--- src/rtl/calendar_date_adder_core_assert.svh ---
// ----------------------------------------------------------------------------
// calendar date adder assertion macros
// concurrent checks on the core clock, off during reset
// ----------------------------------------------------------------------------
`ifndef CALENDAR_DATE_ADDER_CORE_ASSERT_SVH
`define CALENDAR_DATE_ADDER_CORE_ASSERT_SVH

`ifndef SYNTHESIS
`define CDADD_ASSERT_ALWAYS(lbl, cond) \
   lbl: assert property (@(posedge clock) disable iff (reset) (cond)) \
      else $error("calendar date adder check failed");
`define CDADD_ASSERT_NEXT(lbl, pre, post) \
   lbl: assert property (@(posedge clock) disable iff (reset) (pre) |=> (post)) \
      else $error("calendar date adder sequence check failed");
`else
`define CDADD_ASSERT_ALWAYS(lbl, cond)
`define CDADD_ASSERT_NEXT(lbl, pre, post)
`endif

`endif

--- src/rtl/cdadd_pkg.sv ---
// ----------------------------------------------------------------------------
// cdadd_pkg
// shared widths, operation codes and month length helpers
// ----------------------------------------------------------------------------
`default_nettype none

package cdadd_pkg;

   localparam int DEF_YEAR_BITS = 14;
   localparam int OP_W          = 3;
   localparam int MONTH_W       = 4;
   localparam int DAY_W         = 5;
   localparam int MONTHS_W      = 12;
   localparam int COUNT_W       = 16;
   localparam int TOTAL_W       = 13;
   localparam int ACC_W         = 20;
   localparam int MOD_W         = 9;

   localparam int MONTHS_PER_YEAR = 12;
   localparam int LEAP_CYCLE      = 400;

   localparam logic [OP_W-1:0] OP_LOAD       = 3'd0;
   localparam logic [OP_W-1:0] OP_ADD_DAYS   = 3'd1;
   localparam logic [OP_W-1:0] OP_ADD_WEEKS  = 3'd2;
   localparam logic [OP_W-1:0] OP_ADD_MONTHS = 3'd3;
   localparam logic [OP_W-1:0] OP_SUB_DAYS   = 3'd4;
   localparam logic [OP_W-1:0] OP_SUB_MONTHS = 3'd5;

   typedef struct packed {
      logic start;
      logic by_cycle;
   } div_ctl_type;

   function automatic logic is_leap(input logic [MOD_W-1:0] ymod);
      is_leap = (ymod[1:0] == 2'd0) && (ymod != MOD_W'(100)) &&
                (ymod != MOD_W'(200)) && (ymod != MOD_W'(300));
   endfunction

   function automatic logic [DAY_W-1:0] month_len(input logic leap,
                                                  input logic [MONTH_W-1:0] month);
      case (month)
         4'd2: month_len = leap ? DAY_W'(29) : DAY_W'(28);
         4'd4, 4'd6, 4'd9, 4'd11: month_len = DAY_W'(30);
         default: month_len = DAY_W'(31);
      endcase
   endfunction

endpackage

`default_nettype wire

--- src/rtl/cdadd_channels.sv ---
// ----------------------------------------------------------------------------
// cdadd channels
// request and response valid/ready interfaces
// ----------------------------------------------------------------------------
`default_nettype none

interface cdadd_req_if #(parameter int YEAR_BITS = cdadd_pkg::DEF_YEAR_BITS);
   logic                             valid;
   logic                             ready;
   logic [cdadd_pkg::OP_W-1:0]       op;
   logic [YEAR_BITS-1:0]             load_year;
   logic [cdadd_pkg::MONTH_W-1:0]    load_month;
   logic [cdadd_pkg::DAY_W-1:0]      load_day;
   logic [cdadd_pkg::MONTHS_W-1:0]   months;
   logic [cdadd_pkg::COUNT_W-1:0]    count;

   modport source(output valid, op, load_year, load_month, load_day, months, count,
                  input ready);
   modport sink(input valid, op, load_year, load_month, load_day, months, count,
                output ready);
endinterface

interface cdadd_rsp_if #(parameter int YEAR_BITS = cdadd_pkg::DEF_YEAR_BITS);
   logic                             valid;
   logic                             ready;
   logic [YEAR_BITS-1:0]             out_year;
   logic [cdadd_pkg::MONTH_W-1:0]    out_month;
   logic [cdadd_pkg::DAY_W-1:0]      out_day;

   modport source(output valid, out_year, out_month, out_day, input ready);
   modport sink(input valid, out_year, out_month, out_day, output ready);
endinterface

`default_nettype wire

--- src/rtl/calendar_date_adder_core.sv ---
// ----------------------------------------------------------------------------
// calendar_date_adder_core
// keeps one gregorian date and moves it by days, weeks and months
// ----------------------------------------------------------------------------
// usage:
//   req carries one transaction per command: load a date, add days or weeks,
//   add months then days, subtract days, or subtract months*30 plus days.
//   rsp returns exactly one transaction per command: the date afterwards.
//   req.ready is high only while the core is idle; one command at a time, and
//   ready comes back in the cycle the result turns valid.
//   steps from accept to rsp.valid, by command:
//     load                    year modulo 400 divide, then day clamp
//     add or subtract days    day walk alone
//     add months then days    divide by 12, year modulo 400 divide, day walk
//     unused op codes         straight to the result
//   the day walk crosses one month per cycle; a shared reciprocal-multiply
//   divider by 12 or 400 finds the month carry and the year modulo 400
//   that drives the leap rule.
//   reset (synchronous) sets the date to year 0, month 1, day 1.
//   a finished result sits in an output register; while rsp is stalled the
//   core takes the next command but holds its own result until the slot frees.
// ----------------------------------------------------------------------------
`default_nettype none

module calendar_date_adder_core #(
   parameter int YEAR_BITS = cdadd_pkg::DEF_YEAR_BITS
) (
   input  wire logic   clock,
   input  wire logic   reset,
   cdadd_req_if.sink   req_if,
   cdadd_rsp_if.source rsp_if
);

   logic                             rsp_valid_ff, rsp_valid_in;
   logic [YEAR_BITS-1:0]             rsp_year_ff;
   logic [cdadd_pkg::MONTH_W-1:0]    rsp_month_ff;
   logic [cdadd_pkg::DAY_W-1:0]      rsp_day_ff;
   logic                             slot_free;
   logic                             push;
   logic [YEAR_BITS-1:0]             cur_year;
   logic [cdadd_pkg::MONTH_W-1:0]    cur_month;
   logic [cdadd_pkg::DAY_W-1:0]      cur_day;

   cdadd_ctrl #(.YEAR_BITS(YEAR_BITS)) u_ctrl (
      .clock     (clock),
      .reset     (reset),
      .req       (req_if),
      .slot_free (slot_free),
      .push      (push),
      .cur_year  (cur_year),
      .cur_month (cur_month),
      .cur_day   (cur_day)
   );

   always_comb begin
      slot_free    = !rsp_valid_ff || rsp_if.ready;
      rsp_valid_in = push ? 1'b1 : (rsp_if.ready ? 1'b0 : rsp_valid_ff);
   end

   always_ff @(posedge clock) begin
      if (reset) begin
         rsp_valid_ff <= 1'b0;
      end else begin
         rsp_valid_ff <= rsp_valid_in;
      end
      if (push) begin
         rsp_year_ff  <= cur_year;
         rsp_month_ff <= cur_month;
         rsp_day_ff   <= cur_day;
      end
   end

   assign rsp_if.valid     = rsp_valid_ff;
   assign rsp_if.out_year  = rsp_year_ff;
   assign rsp_if.out_month = rsp_month_ff;
   assign rsp_if.out_day   = rsp_day_ff;

endmodule

`default_nettype wire

--- src/rtl/cdadd_cdiv.sv ---
// ----------------------------------------------------------------------------
// cdadd_cdiv
// shared reciprocal-multiply divider by 12 or by 400, in a multiply and a remainder phase
// ----------------------------------------------------------------------------
`default_nettype none

module cdadd_cdiv #(
   parameter int DIV_W = cdadd_pkg::TOTAL_W
) (
   input  wire logic                              clock,
   input  wire logic                              reset,
   input  wire cdadd_pkg::div_ctl_type            ctl,
   input  wire logic [DIV_W-1:0]                  dividend,
   output logic      [DIV_W-1:0]                  quo,
   output logic      [cdadd_pkg::MOD_W-1:0]       rem,
   output logic                                   done
);

   // x / 12 = (x >> 2) / 3 and x / 400 = (x >> 4) / 25, each by a rounded-up reciprocal
   localparam int PW      = 2 * DIV_W;
   localparam int ODD_12  = cdadd_pkg::MONTHS_PER_YEAR / 4;
   localparam int ODD_400 = cdadd_pkg::LEAP_CYCLE / 16;
   localparam int SHR_12  = DIV_W;
   localparam int SHR_400 = DIV_W + 1;
   localparam longint unsigned RECIP_12  =
      ((64'd1 << SHR_12) + 64'(ODD_12 - 1)) / 64'(ODD_12);
   localparam longint unsigned RECIP_400 =
      ((64'd1 << SHR_400) + 64'(ODD_400 - 1)) / 64'(ODD_400);

   localparam logic [1:0] PH_IDLE = 2'd0;
   localparam logic [1:0] PH_MUL  = 2'd1;
   localparam logic [1:0] PH_REM  = 2'd2;

   logic [1:0]                    phase_ff, phase_in;
   logic [DIV_W-1:0]              dvd_ff, dvd_in;
   logic [DIV_W-1:0]              opnd_ff, opnd_in;
   logic [PW-1:0]                 prod_ff, prod_in;
   logic [DIV_W-1:0]              quo_ff, quo_in;
   logic [cdadd_pkg::MOD_W-1:0]   rem_ff, rem_in;
   logic                          done_ff, done_in;
   logic                          sel_ff, sel_in;
   logic [DIV_W-1:0]              recip;
   logic [DIV_W-1:0]              q_est;
   logic [DIV_W-1:0]              q_times_d;

   always_comb begin
      recip     = sel_ff ? DIV_W'(RECIP_400) : DIV_W'(RECIP_12);
      q_est     = sel_ff ? DIV_W'(prod_ff >> SHR_400) : DIV_W'(prod_ff >> SHR_12);
      // quotient times 400 or 12 as shifted sums
      q_times_d = sel_ff ? (q_est << 8) + (q_est << 7) + (q_est << 4)
                         : (q_est << 3) + (q_est << 2);
      phase_in  = phase_ff;
      dvd_in    = dvd_ff;
      opnd_in   = opnd_ff;
      prod_in   = prod_ff;
      quo_in    = quo_ff;
      rem_in    = rem_ff;
      sel_in    = sel_ff;
      done_in   = 1'b0;
      if (ctl.start) begin
         dvd_in   = dividend;
         opnd_in  = ctl.by_cycle ? (dividend >> 4) : (dividend >> 2);
         sel_in   = ctl.by_cycle;
         phase_in = PH_MUL;
      end else begin
         case (phase_ff)
            PH_IDLE: begin
               phase_in = PH_IDLE;
            end
            PH_MUL: begin
               prod_in  = PW'(opnd_ff) * PW'(recip);
               phase_in = PH_REM;
            end
            PH_REM: begin
               quo_in   = q_est;
               rem_in   = cdadd_pkg::MOD_W'(dvd_ff - q_times_d);
               done_in  = 1'b1;
               phase_in = PH_IDLE;
            end
            default: phase_in = PH_IDLE;
         endcase
      end
   end

   always_ff @(posedge clock) begin
      if (reset) begin
         phase_ff <= PH_IDLE;
         done_ff  <= 1'b0;
      end else begin
         phase_ff <= phase_in;
         done_ff  <= done_in;
      end
      dvd_ff  <= dvd_in;
      opnd_ff <= opnd_in;
      prod_ff <= prod_in;
      quo_ff  <= quo_in;
      rem_ff  <= rem_in;
      sel_ff  <= sel_in;
   end

   assign quo  = quo_ff;
   assign rem  = rem_ff;
   assign done = done_ff;

endmodule

`default_nettype wire

--- src/rtl/cdadd_ctrl.sv ---
// ----------------------------------------------------------------------------
// cdadd_ctrl
// date registers, sequencer and the month-at-a-time day walk
// ----------------------------------------------------------------------------
`default_nettype none

`include "calendar_date_adder_core_assert.svh"

module cdadd_ctrl #(
   parameter int YEAR_BITS = cdadd_pkg::DEF_YEAR_BITS
) (
   input  wire logic                           clock,
   input  wire logic                           reset,
   cdadd_req_if.sink                           req,
   input  wire logic                           slot_free,
   output logic                                push,
   output logic [YEAR_BITS-1:0]                cur_year,
   output logic [cdadd_pkg::MONTH_W-1:0]       cur_month,
   output logic [cdadd_pkg::DAY_W-1:0]         cur_day
);

   localparam int DIV_W = (YEAR_BITS > cdadd_pkg::TOTAL_W) ? YEAR_BITS : cdadd_pkg::TOTAL_W;
   localparam int MW    = cdadd_pkg::MOD_W;
   localparam int AW    = cdadd_pkg::ACC_W;
   localparam int HW    = cdadd_pkg::MONTH_W;
   localparam int DW    = cdadd_pkg::DAY_W;
   localparam longint unsigned YEAR_TOP = (64'd1 << YEAR_BITS) - 64'd1;
   localparam logic [MW-1:0] TOP_MOD  = MW'(YEAR_TOP % 64'd400);
   localparam logic [MW-1:0] MOD_LAST = MW'(cdadd_pkg::LEAP_CYCLE - 1);

   localparam logic [2:0] ST_IDLE       = 3'd0;
   localparam logic [2:0] ST_M3_DIV     = 3'd1;
   localparam logic [2:0] ST_YMOD_START = 3'd2;
   localparam logic [2:0] ST_YMOD_WAIT  = 3'd3;
   localparam logic [2:0] ST_LD_CLAMP   = 3'd4;
   localparam logic [2:0] ST_ADD_WALK   = 3'd5;
   localparam logic [2:0] ST_SUB_WALK   = 3'd6;
   localparam logic [2:0] ST_DONE       = 3'd7;

   logic [2:0]                       state_ff, state_in;
   logic [YEAR_BITS-1:0]             year_ff, year_in;
   logic [HW-1:0]                    month_ff, month_in;
   logic [DW-1:0]                    day_ff, day_in;
   logic [MW-1:0]                    ymod_ff, ymod_in;
   logic [AW-1:0]                    acc_ff, acc_in;
   logic [cdadd_pkg::OP_W-1:0]       op_ff, op_in;
   logic [cdadd_pkg::COUNT_W-1:0]    count_ff, count_in;
   logic [DW-1:0]                    ld_day_ff, ld_day_in;

   cdadd_pkg::div_ctl_type           div_ctl;
   logic [DIV_W-1:0]                 div_dividend;
   logic [DIV_W-1:0]                 div_quo;
   logic [MW-1:0]                    div_rem;
   logic                             div_done;

   logic [DW-1:0]                    len_cur;
   logic [DW-1:0]                    len_prev;
   logic [AW-1:0]                    cnt_ext, mon_ext, day_ext;
   logic [cdadd_pkg::TOTAL_W-1:0]    total;
   logic [HW-1:0]                    ld_month;
   logic [YEAR_BITS-1:0]             year_inc, year_dec;
   logic [MW-1:0]                    ymod_inc, ymod_dec;
   logic                             acc_nonpos;

   cdadd_cdiv #(.DIV_W(DIV_W)) u_cdiv (
      .clock    (clock),
      .reset    (reset),
      .ctl      (div_ctl),
      .dividend (div_dividend),
      .quo      (div_quo),
      .rem      (div_rem),
      .done     (div_done)
   );

   always_comb begin
      len_cur    = cdadd_pkg::month_len(cdadd_pkg::is_leap(ymod_ff), month_ff);
      len_prev   = (month_ff <= HW'(1)) ? DW'(31)
                 : cdadd_pkg::month_len(cdadd_pkg::is_leap(ymod_ff), month_ff - HW'(1));
      cnt_ext    = AW'(req.count);
      mon_ext    = AW'(req.months);
      day_ext    = AW'(day_ff);
      total      = cdadd_pkg::TOTAL_W'(month_ff - HW'(1)) + cdadd_pkg::TOTAL_W'(req.months);
      ld_month   = (req.load_month == '0) ? HW'(1)
                 : (req.load_month > HW'(12)) ? HW'(12) : req.load_month;
      year_inc   = year_ff + YEAR_BITS'(1);
      year_dec   = year_ff - YEAR_BITS'(1);
      ymod_inc   = (year_ff == '1 || ymod_ff == MOD_LAST) ? '0 : ymod_ff + MW'(1);
      ymod_dec   = (year_ff == '0) ? TOP_MOD
                 : (ymod_ff == '0) ? MOD_LAST : ymod_ff - MW'(1);
      acc_nonpos = acc_ff[AW-1] || (acc_ff == '0);

      state_in   = state_ff;
      year_in    = year_ff;
      month_in   = month_ff;
      day_in     = day_ff;
      ymod_in    = ymod_ff;
      acc_in     = acc_ff;
      op_in      = op_ff;
      count_in   = count_ff;
      ld_day_in  = ld_day_ff;
      div_ctl    = '0;
      div_dividend = (state_ff == ST_IDLE) ? DIV_W'(total) : DIV_W'(year_ff);
      push       = 1'b0;

      case (state_ff)
         ST_IDLE: begin
            if (req.valid) begin
               op_in    = req.op;
               count_in = req.count;
               case (req.op)
                  cdadd_pkg::OP_LOAD: begin
                     year_in   = req.load_year;
                     month_in  = ld_month;
                     ld_day_in = req.load_day;
                     state_in  = ST_YMOD_START;
                  end
                  cdadd_pkg::OP_ADD_DAYS: begin
                     acc_in   = day_ext + cnt_ext;
                     state_in = ST_ADD_WALK;
                  end
                  cdadd_pkg::OP_ADD_WEEKS: begin
                     acc_in   = day_ext + (cnt_ext << 3) - cnt_ext;
                     state_in = ST_ADD_WALK;
                  end
                  cdadd_pkg::OP_ADD_MONTHS: begin
                     div_ctl.start    = 1'b1;
                     div_ctl.by_cycle = 1'b0;
                     state_in         = ST_M3_DIV;
                  end
                  cdadd_pkg::OP_SUB_DAYS: begin
                     acc_in   = day_ext - cnt_ext;
                     state_in = ST_SUB_WALK;
                  end
                  cdadd_pkg::OP_SUB_MONTHS: begin
                     acc_in   = day_ext - ((mon_ext << 5) - (mon_ext << 1)) - cnt_ext;
                     state_in = ST_SUB_WALK;
                  end
                  default: state_in = ST_DONE;
               endcase
            end
         end
         ST_M3_DIV: begin
            if (div_done) begin
               year_in  = year_ff + YEAR_BITS'(div_quo);
               month_in = HW'(div_rem) + HW'(1);
               acc_in   = day_ext + AW'(count_ff);
               state_in = ST_YMOD_START;
            end
         end
         ST_YMOD_START: begin
            div_ctl.start    = 1'b1;
            div_ctl.by_cycle = 1'b1;
            state_in         = ST_YMOD_WAIT;
         end
         ST_YMOD_WAIT: begin
            if (div_done) begin
               ymod_in  = div_rem;
               state_in = (op_ff == cdadd_pkg::OP_LOAD) ? ST_LD_CLAMP : ST_ADD_WALK;
            end
         end
         ST_LD_CLAMP: begin
            day_in   = (ld_day_ff == '0) ? DW'(1)
                     : (ld_day_ff > len_cur) ? len_cur : ld_day_ff;
            state_in = ST_DONE;
         end
         ST_ADD_WALK: begin
            if (acc_ff > AW'(len_cur)) begin
               acc_in = acc_ff - AW'(len_cur);
               if (month_ff >= HW'(12)) begin
                  month_in = HW'(1);
                  year_in  = year_inc;
                  ymod_in  = ymod_inc;
               end else begin
                  month_in = month_ff + HW'(1);
               end
            end else begin
               day_in   = DW'(acc_ff);
               state_in = ST_DONE;
            end
         end
         ST_SUB_WALK: begin
            if (acc_nonpos) begin
               acc_in = acc_ff + AW'(len_prev);
               if (month_ff <= HW'(1)) begin
                  month_in = HW'(12);
                  year_in  = year_dec;
                  ymod_in  = ymod_dec;
               end else begin
                  month_in = month_ff - HW'(1);
               end
            end else begin
               day_in   = DW'(acc_ff);
               state_in = ST_DONE;
            end
         end
         ST_DONE: begin
            if (slot_free) begin
               push     = 1'b1;
               state_in = ST_IDLE;
            end
         end
         default: state_in = ST_IDLE;
      endcase
   end

   always_ff @(posedge clock) begin
      if (reset) begin
         state_ff <= ST_IDLE;
         year_ff  <= '0;
         month_ff <= HW'(1);
         day_ff   <= DW'(1);
         ymod_ff  <= '0;
      end else begin
         state_ff <= state_in;
         year_ff  <= year_in;
         month_ff <= month_in;
         day_ff   <= day_in;
         ymod_ff  <= ymod_in;
      end
      acc_ff    <= acc_in;
      op_ff     <= op_in;
      count_ff  <= count_in;
      ld_day_ff <= ld_day_in;
   end

   assign req.ready = (state_ff == ST_IDLE);
   assign cur_year  = year_ff;
   assign cur_month = month_ff;
   assign cur_day   = day_ff;

   `CDADD_ASSERT_ALWAYS(a_month_range, (month_ff >= HW'(1)) && (month_ff <= HW'(12)))
   `CDADD_ASSERT_ALWAYS(a_day_nonzero, day_ff != '0)
   `CDADD_ASSERT_ALWAYS(a_ymod_range, ymod_ff <= MOD_LAST)
   `CDADD_ASSERT_ALWAYS(a_div_done_waiting, !div_done || state_ff == ST_M3_DIV || state_ff == ST_YMOD_WAIT)
   `CDADD_ASSERT_NEXT(a_accept_leaves_idle, req.valid && req.ready, state_ff != ST_IDLE)

endmodule

`default_nettype wire
--- src/flat_wrapper.sv ---
// flat-port wrapper written by rule: the top's interface ports become plain ports
module calendar_date_adder_core_flat 
#(
   parameter int YEAR_BITS = cdadd_pkg::DEF_YEAR_BITS
)
  (clock, reset, req_if_valid, req_if_op, req_if_load_year, req_if_load_month, req_if_load_day, req_if_months, req_if_count, req_if_ready, rsp_if_valid, rsp_if_out_year, rsp_if_out_month, rsp_if_out_day, rsp_if_ready);
  cdadd_req_if #(.YEAR_BITS(YEAR_BITS)) req_if_i ();
  cdadd_rsp_if #(.YEAR_BITS(YEAR_BITS)) rsp_if_i ();
  input  wire logic clock;
  input  wire logic reset;
  input wire logic [$bits(req_if_i.valid)-1:0] req_if_valid;
  input wire logic [$bits(req_if_i.op)-1:0] req_if_op;
  input wire logic [$bits(req_if_i.load_year)-1:0] req_if_load_year;
  input wire logic [$bits(req_if_i.load_month)-1:0] req_if_load_month;
  input wire logic [$bits(req_if_i.load_day)-1:0] req_if_load_day;
  input wire logic [$bits(req_if_i.months)-1:0] req_if_months;
  input wire logic [$bits(req_if_i.count)-1:0] req_if_count;
  output wire logic [$bits(req_if_i.ready)-1:0] req_if_ready;
  output wire logic [$bits(rsp_if_i.valid)-1:0] rsp_if_valid;
  output wire logic [$bits(rsp_if_i.out_year)-1:0] rsp_if_out_year;
  output wire logic [$bits(rsp_if_i.out_month)-1:0] rsp_if_out_month;
  output wire logic [$bits(rsp_if_i.out_day)-1:0] rsp_if_out_day;
  input wire logic [$bits(rsp_if_i.ready)-1:0] rsp_if_ready;
  assign req_if_i.valid = req_if_valid;
  assign req_if_i.op = req_if_op;
  assign req_if_i.load_year = req_if_load_year;
  assign req_if_i.load_month = req_if_load_month;
  assign req_if_i.load_day = req_if_load_day;
  assign req_if_i.months = req_if_months;
  assign req_if_i.count = req_if_count;
  assign req_if_ready = req_if_i.ready;
  assign rsp_if_valid = rsp_if_i.valid;
  assign rsp_if_out_year = rsp_if_i.out_year;
  assign rsp_if_out_month = rsp_if_i.out_month;
  assign rsp_if_out_day = rsp_if_i.out_day;
  assign rsp_if_i.ready = rsp_if_ready;
  calendar_date_adder_core #(.YEAR_BITS(YEAR_BITS)) u_core (.clock(clock), .reset(reset), .req_if(req_if_i), .rsp_if(rsp_if_i));
endmodule
--- config.mk ---
export PLATFORM = sky130hd
export DESIGN_NAME = calendar_date_adder_core_flat
export DESIGN_NICKNAME = d
export VERILOG_FILES = /design/src/rtl/cdadd_pkg.sv /design/src/rtl/cdadd_channels.sv /design/src/rtl/calendar_date_adder_core.sv /design/src/rtl/cdadd_cdiv.sv /design/src/rtl/cdadd_ctrl.sv /design/src/flat_wrapper.sv
export VERILOG_INCLUDE_DIRS = /design/src /design/src/rtl
export SDC_FILE = /design/constraint.sdc
export NUM_CORES = 1
export LEC_CHECK = 0
export BUFFER_PORTS_ARGS = -buffer_cell sky130_fd_sc_hd__buf_2
export CAP_MARGIN = 30
export CORE_UTILIZATION = 38
export CTS_BUF_LIST = sky130_fd_sc_hd__clkbuf_8
export DETAILED_ROUTE_END_ITERATION = 7
export PLACE_DENSITY = 0.56
export SYNTH_ARGS = -nofsm -noshare
export SYNTH_HDL_FRONTEND = slang
export SYNTH_SLANG_ARGS = --single-unit
--- constraint.sdc ---
create_clock -name clock -period 7.67 [get_ports clock]
set_input_delay 0.767 -clock clock [delete_from_list [all_inputs] [get_ports clock]]
set_output_delay 0.767 -clock clock [all_outputs]
set_load 0.1 [all_outputs]
Word-level counts from Yosys, hierarchy flattened

Index checks and enable logic that the tools add are counted.
Widths: inputs -> output; s select.

Output and inout port bits: 25
Register bits: 181
Word-level logic and storage cells: 197
Input bits: 58

Reduce and logical (&&, ||, !) cells: 35
Add/sub/neg operators: 24
Bitwise logic cells: 1
Order comparisons: 5
Mux-type cells: 66
Equality and inequality tests: 41
Multipliers: 1

Operators with widths:

| operator           | count |
|---|---|
| $pmux 20 s4        | 2 |
| $mux 14            | 8 |
| $mux 9             | 9 |
| $mux 20            | 4 |
| $pmux 14 s4        | 1 |
| $mux 4             | 9 |
| $add 5x16->17      | 2 |
| $mul 14x14->28     | 1 |
| $add 9x9->9        | 3 |
| $pmux 9 s3         | 1 |
| $mux 13            | 2 |
| $mux 5             | 5 |
| $pmux 3 s8         | 1 |
| $reduce_and 6->1   | 4 |
| $add 20x5->20      | 1 |
| $add 5x19->20      | 1 |
| $gt 20x5->1        | 1 |
| $logic_not 20->1   | 1 |
| $sub 19x17->20     | 1 |
| $sub 20x16->20     | 1 |
| $sub 20x5->20      | 1 |
| $sub 6x18->19      | 1 |
| $eq 3x3->1 const B | 6 |
| $mux 3             | 6 |
| 56 further kinds   | 101 |

Longest topological paths before layout

Gate-level depths: netlist of run 1.

Depth after elaboration: 10
Mapped depth: 23
Mapped depth without buffers: 21

Hierarchy

From an unflattened synthesis of run 1, not the netlist that was laid out.

Cell total of the unflattened synthesis: 2,014
Area total of the unflattened synthesis: 17,875.9 sq um

Modules (own cells, without submodules):

| module                   | cells an instance | area each (sq um) | times used | sequential area each (sq um) |
|---|---|---|---|---|
| cdadd_ctrl               | 1,453             | 11,205.7          | 1          | 2,021.9 |
| cdadd_cdiv               | 534               | 5,933.2           | 1          | 1,771.7 |
| calendar_date_adder_core | 27                | 737.0             | 1          | 710.7 |

Worst setup path after synthesis of run 1

Ideal clock, no wire load.

Path type: register to register
Start point: reg u_core.u_ctrl.u_cdiv.sel_ff
End point: reg u_core.u_ctrl.u_cdiv.prod_ff[25], data pin
Buffers on the path: 2
Period minus slack after synthesis: 5.631 ns
Data required time: 7.524 ns
Cell stages (with the launch flop): 20
Library setup time: 0.146 ns
Arrival: 5.485 ns
Setup slack: 2.039 ns
Cells stage by stage: edfxtp_1 buf_1 clkbuf_1 nand2_1 fa_1 fa_1 fa_1 fa_1 fa_1 inv_1 ha_1 o211ai_1 nand2_1 o2111ai_1 o311a_1 a21o_1 a21boi_0 o21ai_0 a21bo_2 a21oi_1

Word-level cells in the longest chain between the ends: 2

Ends and longest elaborated chain:

| what                     | RTL line         | text |
|---|---|---|
| start: declaration       | cdadd_cdiv.sv:41 | `logic sel_ff, sel_in;` |
| start signal: assignment | cdadd_cdiv.sv:98 | `sel_ff <= sel_in;` |
| $mux 13                  | cdadd_cdiv.sv:47 | `recip = sel_ff ? DIV_W'(RECIP_400) : DIV_W'(RECIP_12);` |
| $mul 14x14->28           | cdadd_cdiv.sv:71 | `prod_in = PW'(opnd_ff) * PW'(recip);` |
| end signal: assignment   | cdadd_cdiv.sv:95 | `prod_ff <= prod_in;` |
| end: declaration         | cdadd_cdiv.sv:37 | `logic [PW-1:0] prod_ff, prod_in;` |

No other way between the ends.
A chain may end at the register's enable or synchronous reset.

Final worst setup path of run 1

Same ends and word-level chain as after synthesis.

==> results_dict.tcl, run 1 <==
set metrics [dict create \
    via_count 14200 \
    io_pins 83 \
    syn_inst 1940 \
    avgSynthCellArea_um2 8.92 \
    worstSetupStartpoint "u_core.u_ctrl.u_cdiv.sel_ff" \
    min_period_ps 6090 \
    cp-start-kind "flop" \
    fill_cells 4462 \
    r2r_slack_ps 1580 \
    dieArea_um2 46400 \
    synth_most_common_cell "ha_1" \
    synth_nets 2299 \
    cts_resized 0 \
    start_util_pct 38.9 \
    dp.final_hpwl_mm 38.3 \
    min_delay_worst_endpoint "u_core.u_ctrl.u_cdiv.rem[1]" \
    crit_fanout 31 \
    hold_viol_final 0 \
    final_nets 2345 \
    multi_input_area_um2 11700 \
    clk_latency_ps 490 \
    antenna_left 0 \
    cts_setup_buffers 0 \
    tightest_slew_ps 942 \
    hp-class "reg -> reg" \
    crit_type "reg -> reg" \
    arrival_ps 6440 \
    period_share_pct 79.4 \
    rsz0062_at_grt "no" \
    setup_tns_ps 0 \
    drv_slew 0 \
    skew_ps 27.8 \
    r2r_cells 20 \
    hold_depth 0 \
    synth.distinct_cells 78 \
    cts-root-buf "clkbuf_8" \
    drive_gt1_share_pct 8.70 \
    cts_tree "done" \
    crit_path_end_kind "flop" \
    grt_pass1_wl_mm 75.6 \
    htreeDepth 4 \
    core_um2 44500 \
    fmaxAchievable_mhz 164 \
    r2r_end "u_core.u_ctrl.u_cdiv.prod_ff[25]" \
    cts_buffer_depth 2 \
    syn_area_um2 17300 \
    yosys_warnings 0 \
    maxCapViolCount 0 \
    synth_top_area_cell "edfxtp_1" \
    drt-total-wl_mm 47.4 \
    wl_per_cell_um 18.3 \
    antenna_found_initial 5 \
    hp-start "u_core.u_ctrl.u_cdiv.dvd_ff[1]" \
    track_usage_pct 20.6 \
    worstReg2RegStart "u_core.u_ctrl.u_cdiv.sel_ff" \
    synthToLayoutAreaGrowth_pct 8.25 \
    cts.sink_count 163 \
    grt_max_degree 41 \
    postCtsHoldBufs 0 \
    seq_area_frac_synth_pct 26.0 \
    synthTopCellsByCount "ha_1 (223), inv_1 (216), nor2_1 (167), nand2_1 (144), a21oi_1 (125)" \
    synth.area.top_cells "edfxtp_1 (22%), ha_1 (16%), fa_1 (9.0%)" \
    portBuffers 82 \
    gp_congestion 0.905 \
    synthArstFlopShare_pct 0 \
    synth_flop_cell "edfxtp_1" \
    fp.dieW_um 215 \
    fp-row-count 77 \
    grt_pass1_vias 13900 \
    seq_area_um2 4500 \
    slew_headroom_pct 35.6 \
    drtIter0Drc 934 \
    cts_buffers 17 \
    overflow 0 \
    critPathRequiredTime_ps 8020 \
    dr.pass1.iters 5 \
    synth_edf_count 124 \
    cts.clk_slew.worst_paths_ps 110 \
    via_per_inst 5.48 \
    drc_errors 0 \
    die_height_um 215 \
    status "finished, final reports clean" \
    yosys.area.top_type_share_pct 21.5 \
    final-setup-viol-count 0 \
    yosys_register_bits 163 \
]
## state kept, by name, indices dropped and copies added (netlist names)
signal,count
u_core.rsp_if.out_day,5
u_core.u_ctrl.cur_year,14
u_core.u_ctrl.cur_month,4
u_core.u_ctrl.u_cdiv.phase_ff,2
u_core.u_ctrl.u_cdiv.done,1
u_core.u_ctrl.op_ff,3
u_core.u_ctrl.acc_ff,20
u_core.u_ctrl.ld_day_ff,5
u_core.u_ctrl.count_ff,16
u_core.u_ctrl.u_cdiv.opnd_ff,12
u_core.u_ctrl.cur_day,5
u_core.u_ctrl.u_cdiv.quo,13
u_core.u_ctrl.u_cdiv.dvd_ff,9
u_core.u_ctrl.u_cdiv.sel_ff,1
u_core.rsp_if.valid,1
u_core.rsp_if.out_month,4
u_core.u_ctrl.ymod_ff,9
u_core.rsp_if.out_year,14
u_core.u_ctrl.state_ff,3
u_core.u_ctrl.u_cdiv.prod_ff,13
u_core.u_ctrl.u_cdiv.rem,9
## worst max-delay path: stages (launching register included)
cell and delay (ps):
edfxtp_1 760, buf_4 440, nand2_1 180, fa_1 520, inv_1 60, fa_1 450
ha_1 300, ha_1 270, inv_1 50, fa_1 520, inv_1 40, ha_1 290
nand4_1 80, nor2_1 140, o2111ai_1 180, o311a_1 460, a21o_1 210, a21boi_0 430
o21ai_0 200, a21bo_2 220, a21oi_1 130
## stage by stage
step           worst slack, ps  hold slack [ps]  util (%)  std cells  instance area, um^2
2_1_floorplan             2040              400         -       1940                17300
3_3_place_gp              1740              408      41.1       2557                18300
3_5_place_dp              1570              410      41.1       2559                18300
4_1_cts                   1550              427      42.1       2591                18700
5_1_grt                   1160              428      42.1       2591                18700
6_report                  1580              425      42.1       2594                18700
## cell type report
type | count | share of cell area (%)
Antenna cell | 3 | 0.0401
Clock buffer | 17 | 1.25
Clock inverter | 15 | 0.942
Inverter | 217 | 4.35
Multi-Input combinational cell | 1492 | 62.6
Sequential cell | 163 | 24.1
Tap cell | 592 | 3.96
Timing Repair Buffer | 95 | 2.82
## cells by family after synthesis
logic type                 synth area share, %
AOI/OAI and AO/OA                         17.4
xor gates and xnor gates                  7.95
adders and majority gates                 25.2
buffers and inverters                     6.37
DFF                                       26.0
muxes                                     1.89
and+or+nand+nor                           15.1
## placed cells by master, fill, tap and decap left out, drive strengths merged, types with 12 or more instances in the layout
master / n
a211oi: 23
a21o: 29
a21oi: 125
a221oi: 20
a31oi: 12
and2: 13
buf: 95
clkbuf: 17
dfxtp: 39
edfxtp: 124
fa: 78
ha: 223
inv: 224
mux2: 21
nand2: 144
nand2b: 18
nand3: 27
nand4: 22
nor2: 168
nor2b: 24
nor3: 44
nor4: 21
o211ai: 12
o21a: 16
o21ai: 105
o21bai: 15
or3: 12
xnor2: 98
xor2: 59
## how the worst max path moves through the flow
stage                                                   to  cells after the start
after floorplan           u_core.u_ctrl.u_cdiv.prod_ff[25]                     19
after global placement    u_core.u_ctrl.u_cdiv.prod_ff[25]                     20
after detailed placement  u_core.u_ctrl.u_cdiv.prod_ff[25]                     20
after CTS                 u_core.u_ctrl.u_cdiv.prod_ff[25]                     20
after global routing      u_core.u_ctrl.u_cdiv.prod_ff[25]                     20
final                     u_core.u_ctrl.u_cdiv.prod_ff[25]                     20
## per-layer routing
metal | routed length [um] | vias to the layer above | GRT usage [%]
li1 | - | 7005 | -
met1 | 22400 | 6766 | 29.5
met2 | 21100 | 393 | 32.5
met3 | 2970 | 42 | 2.86
met4 | 919 | 2 | 5.51
met5 | 11 | - | 0
Power of run 1 is left out: the tool's default activity adds up to more than one toggle a clock period on the data nets, which glitch-free logic cannot reach.
==> inputs of run 2 (changes only) <==
Settings changed: PLACE_DENSITY 0.56 to 0.58.
Clock period 7.67 ns to 4.9 ns, I/O delays scaled along.
==> run 2 against run 1 <==
Effect of this change: the flow now finishes with violations (negative setup slack); clock skew down 6.8 ps; sequential cell count unchanged; register-to-register slack worse by 1900 ps; global-route usage up 0.39 points; wire length up 2.3%; setup slack worse by 1900 ps; sequential share of layout area down 1.1 points; die area unchanged; via count up 2.9%; first-iteration DRC count down 15%; clock-buffer cell count unchanged; critical path depth up 2; critical path type unchanged; critical endpoint unchanged; largest cell class unchanged.
==> results_dict.tcl, run 2 (same netlist as run 1, synthesis figures left out) <==
set metrics [dict create \
    final_nets 2432 \
    r2r_end "u_core.u_ctrl.u_cdiv.prod_ff[25]" \
    fp.dieW_um 215 \
    io_pins 83 \
    antenna_found_initial 4 \
    hp-class "in -> reg" \
    cp_slowest_cell "fa_1" \
    drive_gt1_share_pct 14.4 \
    final_cell_mix "ha_1 (215), inv_1 (207), nor2_1 (162)" \
    cts_buffers 17 \
    grt_max_degree 41 \
    rsz0062_at_grt "yes" \
    track_usage_pct 21.0 \
    tightest_slew_ps 908 \
    gp_congestion 0.928 \
    hold_depth 1 \
    crit_path_cell_trace "buf_6 -> buf_12 -> nand2_4 -> fa_1 -> fa_2 -> fa_1 -> inv_2 -> fa_1 -> inv_2 -> fa_1 -> inv_1 -> ha_1 -> o21a_1 -> nor2_2 -> o31a_1 -> o311a_4 -> a21o_1 -> a21boi_2 -> buf_4 -> a21oi_2 -> a21oi_2 -> a21oi_2" \
    min_period_ps 5260 \
    fp-row-count 77 \
    htreeDepth 4 \
    fmaxAchievable_mhz 190 \
    core_um2 44500 \
    min_delay_worst_endpoint "u_core.u_ctrl.ld_day_ff[1]" \
    crit_path_max_incr_delay_ps 550 \
    via_count 14600 \
    cts.sink_count 163 \
    worstSetupStartpoint "u_core.u_ctrl.u_cdiv.sel_ff" \
    drtIter0Drc 797 \
    dieArea_um2 46400 \
    arrival_ps 5500 \
    grt_pass1_wl_mm 77.0 \
    crit_path_end_kind "flop" \
    die_height_um 215 \
    crit_fanout 7 \
    skew_ps 21.0 \
    setup_tns_ps -1930 \
    hold_viol_final 0 \
    clk_latency_ps 480 \
    dp.final_hpwl_mm 38.9 \
    top_register "u_core.u_ctrl.acc_ff" \
    grt_pass1_vias 14300 \
    start_util_pct 38.9 \
    drc_errors 0 \
    reg_top3 "u_core.u_ctrl.acc_ff x20, u_core.u_ctrl.count_ff x16" \
    drt-total-wl_mm 48.5 \
    postCtsHoldBufs 0 \
    holdWs_ps 188 \
    antenna_left 0 \
    final_common_cell "ha_1" \
    status "finished, violations left" \
    final-setup-viol-count 9 \
    violations "negative setup slack" \
    cts_buffer_depth 2 \
    hp-start "req_if_load_day[1]" \
    overflow 0 \
    cp-start-kind "flop" \
    setup_slack_ps -356 \
    path_common_cell "fa_1" \
    period_share_pct 107 \
    synthToLayoutAreaGrowth_pct 13.4 \
    largest_register_ffs 20 \
    r2r_cells 22 \
    maxCapViolCount 0 \
    slew_headroom_pct 39.5 \
    cts.clk_slew.worst_paths_ps 90 \
    crit_type "reg -> reg" \
    wl_per_cell_um 18.1 \
    via_per_inst 5.46 \
    crit_family "adder cells" \
    r2r_slack_ps -360 \
    cts-root-buf "clkbuf_8" \
    cts_tree "done" \
    pre_cts_ws_ps -338 \
    dr.pass1.iters 5 \
    portBuffers 82 \
    critPathBufInv 6 \
    drv_slew 0 \
    critPathRequiredTime_ps 5140 \
    worstReg2RegStart "u_core.u_ctrl.u_cdiv.sel_ff" \
]
run 2: cell count changes in the layout (fill, tap and decap cells not counted), moves of 5 or more:
cell	before	now
a21oi_1	125	119
ha_4	0	8
nand2_4	0	6
a21oi_2	0	6
clkinv_8	5	0
inv_1	216	207
buf_4	12	94
inv_2	0	10
nand2_1	144	137
ha_1	223	215
run 2: through the flow:
| step | area, um^2 | cells | util (%) |
|---|---|---|---|
| 6_report | 19600 | 2679 | 44.1 |
| 5_1_grt | 19600 | 2677 | 44.0 |
| 4_1_cts | 19500 | 2676 | 43.9 |
| 3_5_place_dp | 18900 | 2632 | 42.5 |
| 3_3_place_gp | 18900 | 2632 | 42.5 |
| 2_1_floorplan | 17400 | 1940 | - |
run 2: layer usage:
metal / vias up / GRT usage, % / routed length (um)
li1: 7156 / - / -
met1: 7064 / 29.2 / 23000
met2: 344 / 34.5 / 22300
met3: 51 / 3.00 / 2460
met4: 4 / 4.87 / 705
met5: - / 0 / 27
run 2: worst max path at each step:
stage,to,cells after the start
CTS,u_core.u_ctrl.u_cdiv.prod_ff[25],20
detailed placement,u_core.u_ctrl.u_cdiv.prod_ff[25],18
finish,u_core.u_ctrl.u_cdiv.prod_ff[25],22
floorplan,u_core.u_ctrl.u_cdiv.prod_ff[23],20
global route,u_core.u_ctrl.u_cdiv.prod_ff[25],24
global placement,u_core.u_ctrl.u_cdiv.prod_ff[25],18
run 2: timing repair:
item                       in CTS  in global routing
resized for setup              29                 12
pin swaps                      24                 21
buffers inserted               12                  1
setup endpoints to repair      10                 12
gates cloned                    1                  0
run 2: final cells by class:
| cell class | count | area, um^2 |
|---|---|---|
| fillers | 4431 | 24900 |
| multi-input cells | 1492 | 12000 |
| flip-flops and latches | 163 | 4500 |
| repair buffers | 182 | 1210 |
| inverters | 217 | 815 |
| well taps | 592 | 741 |
| clock buffers | 17 | 234 |
| clock inverters | 14 | 131 |
| diodes | 2 | 5.00 |
Power of run 2 is left out for the same reason.
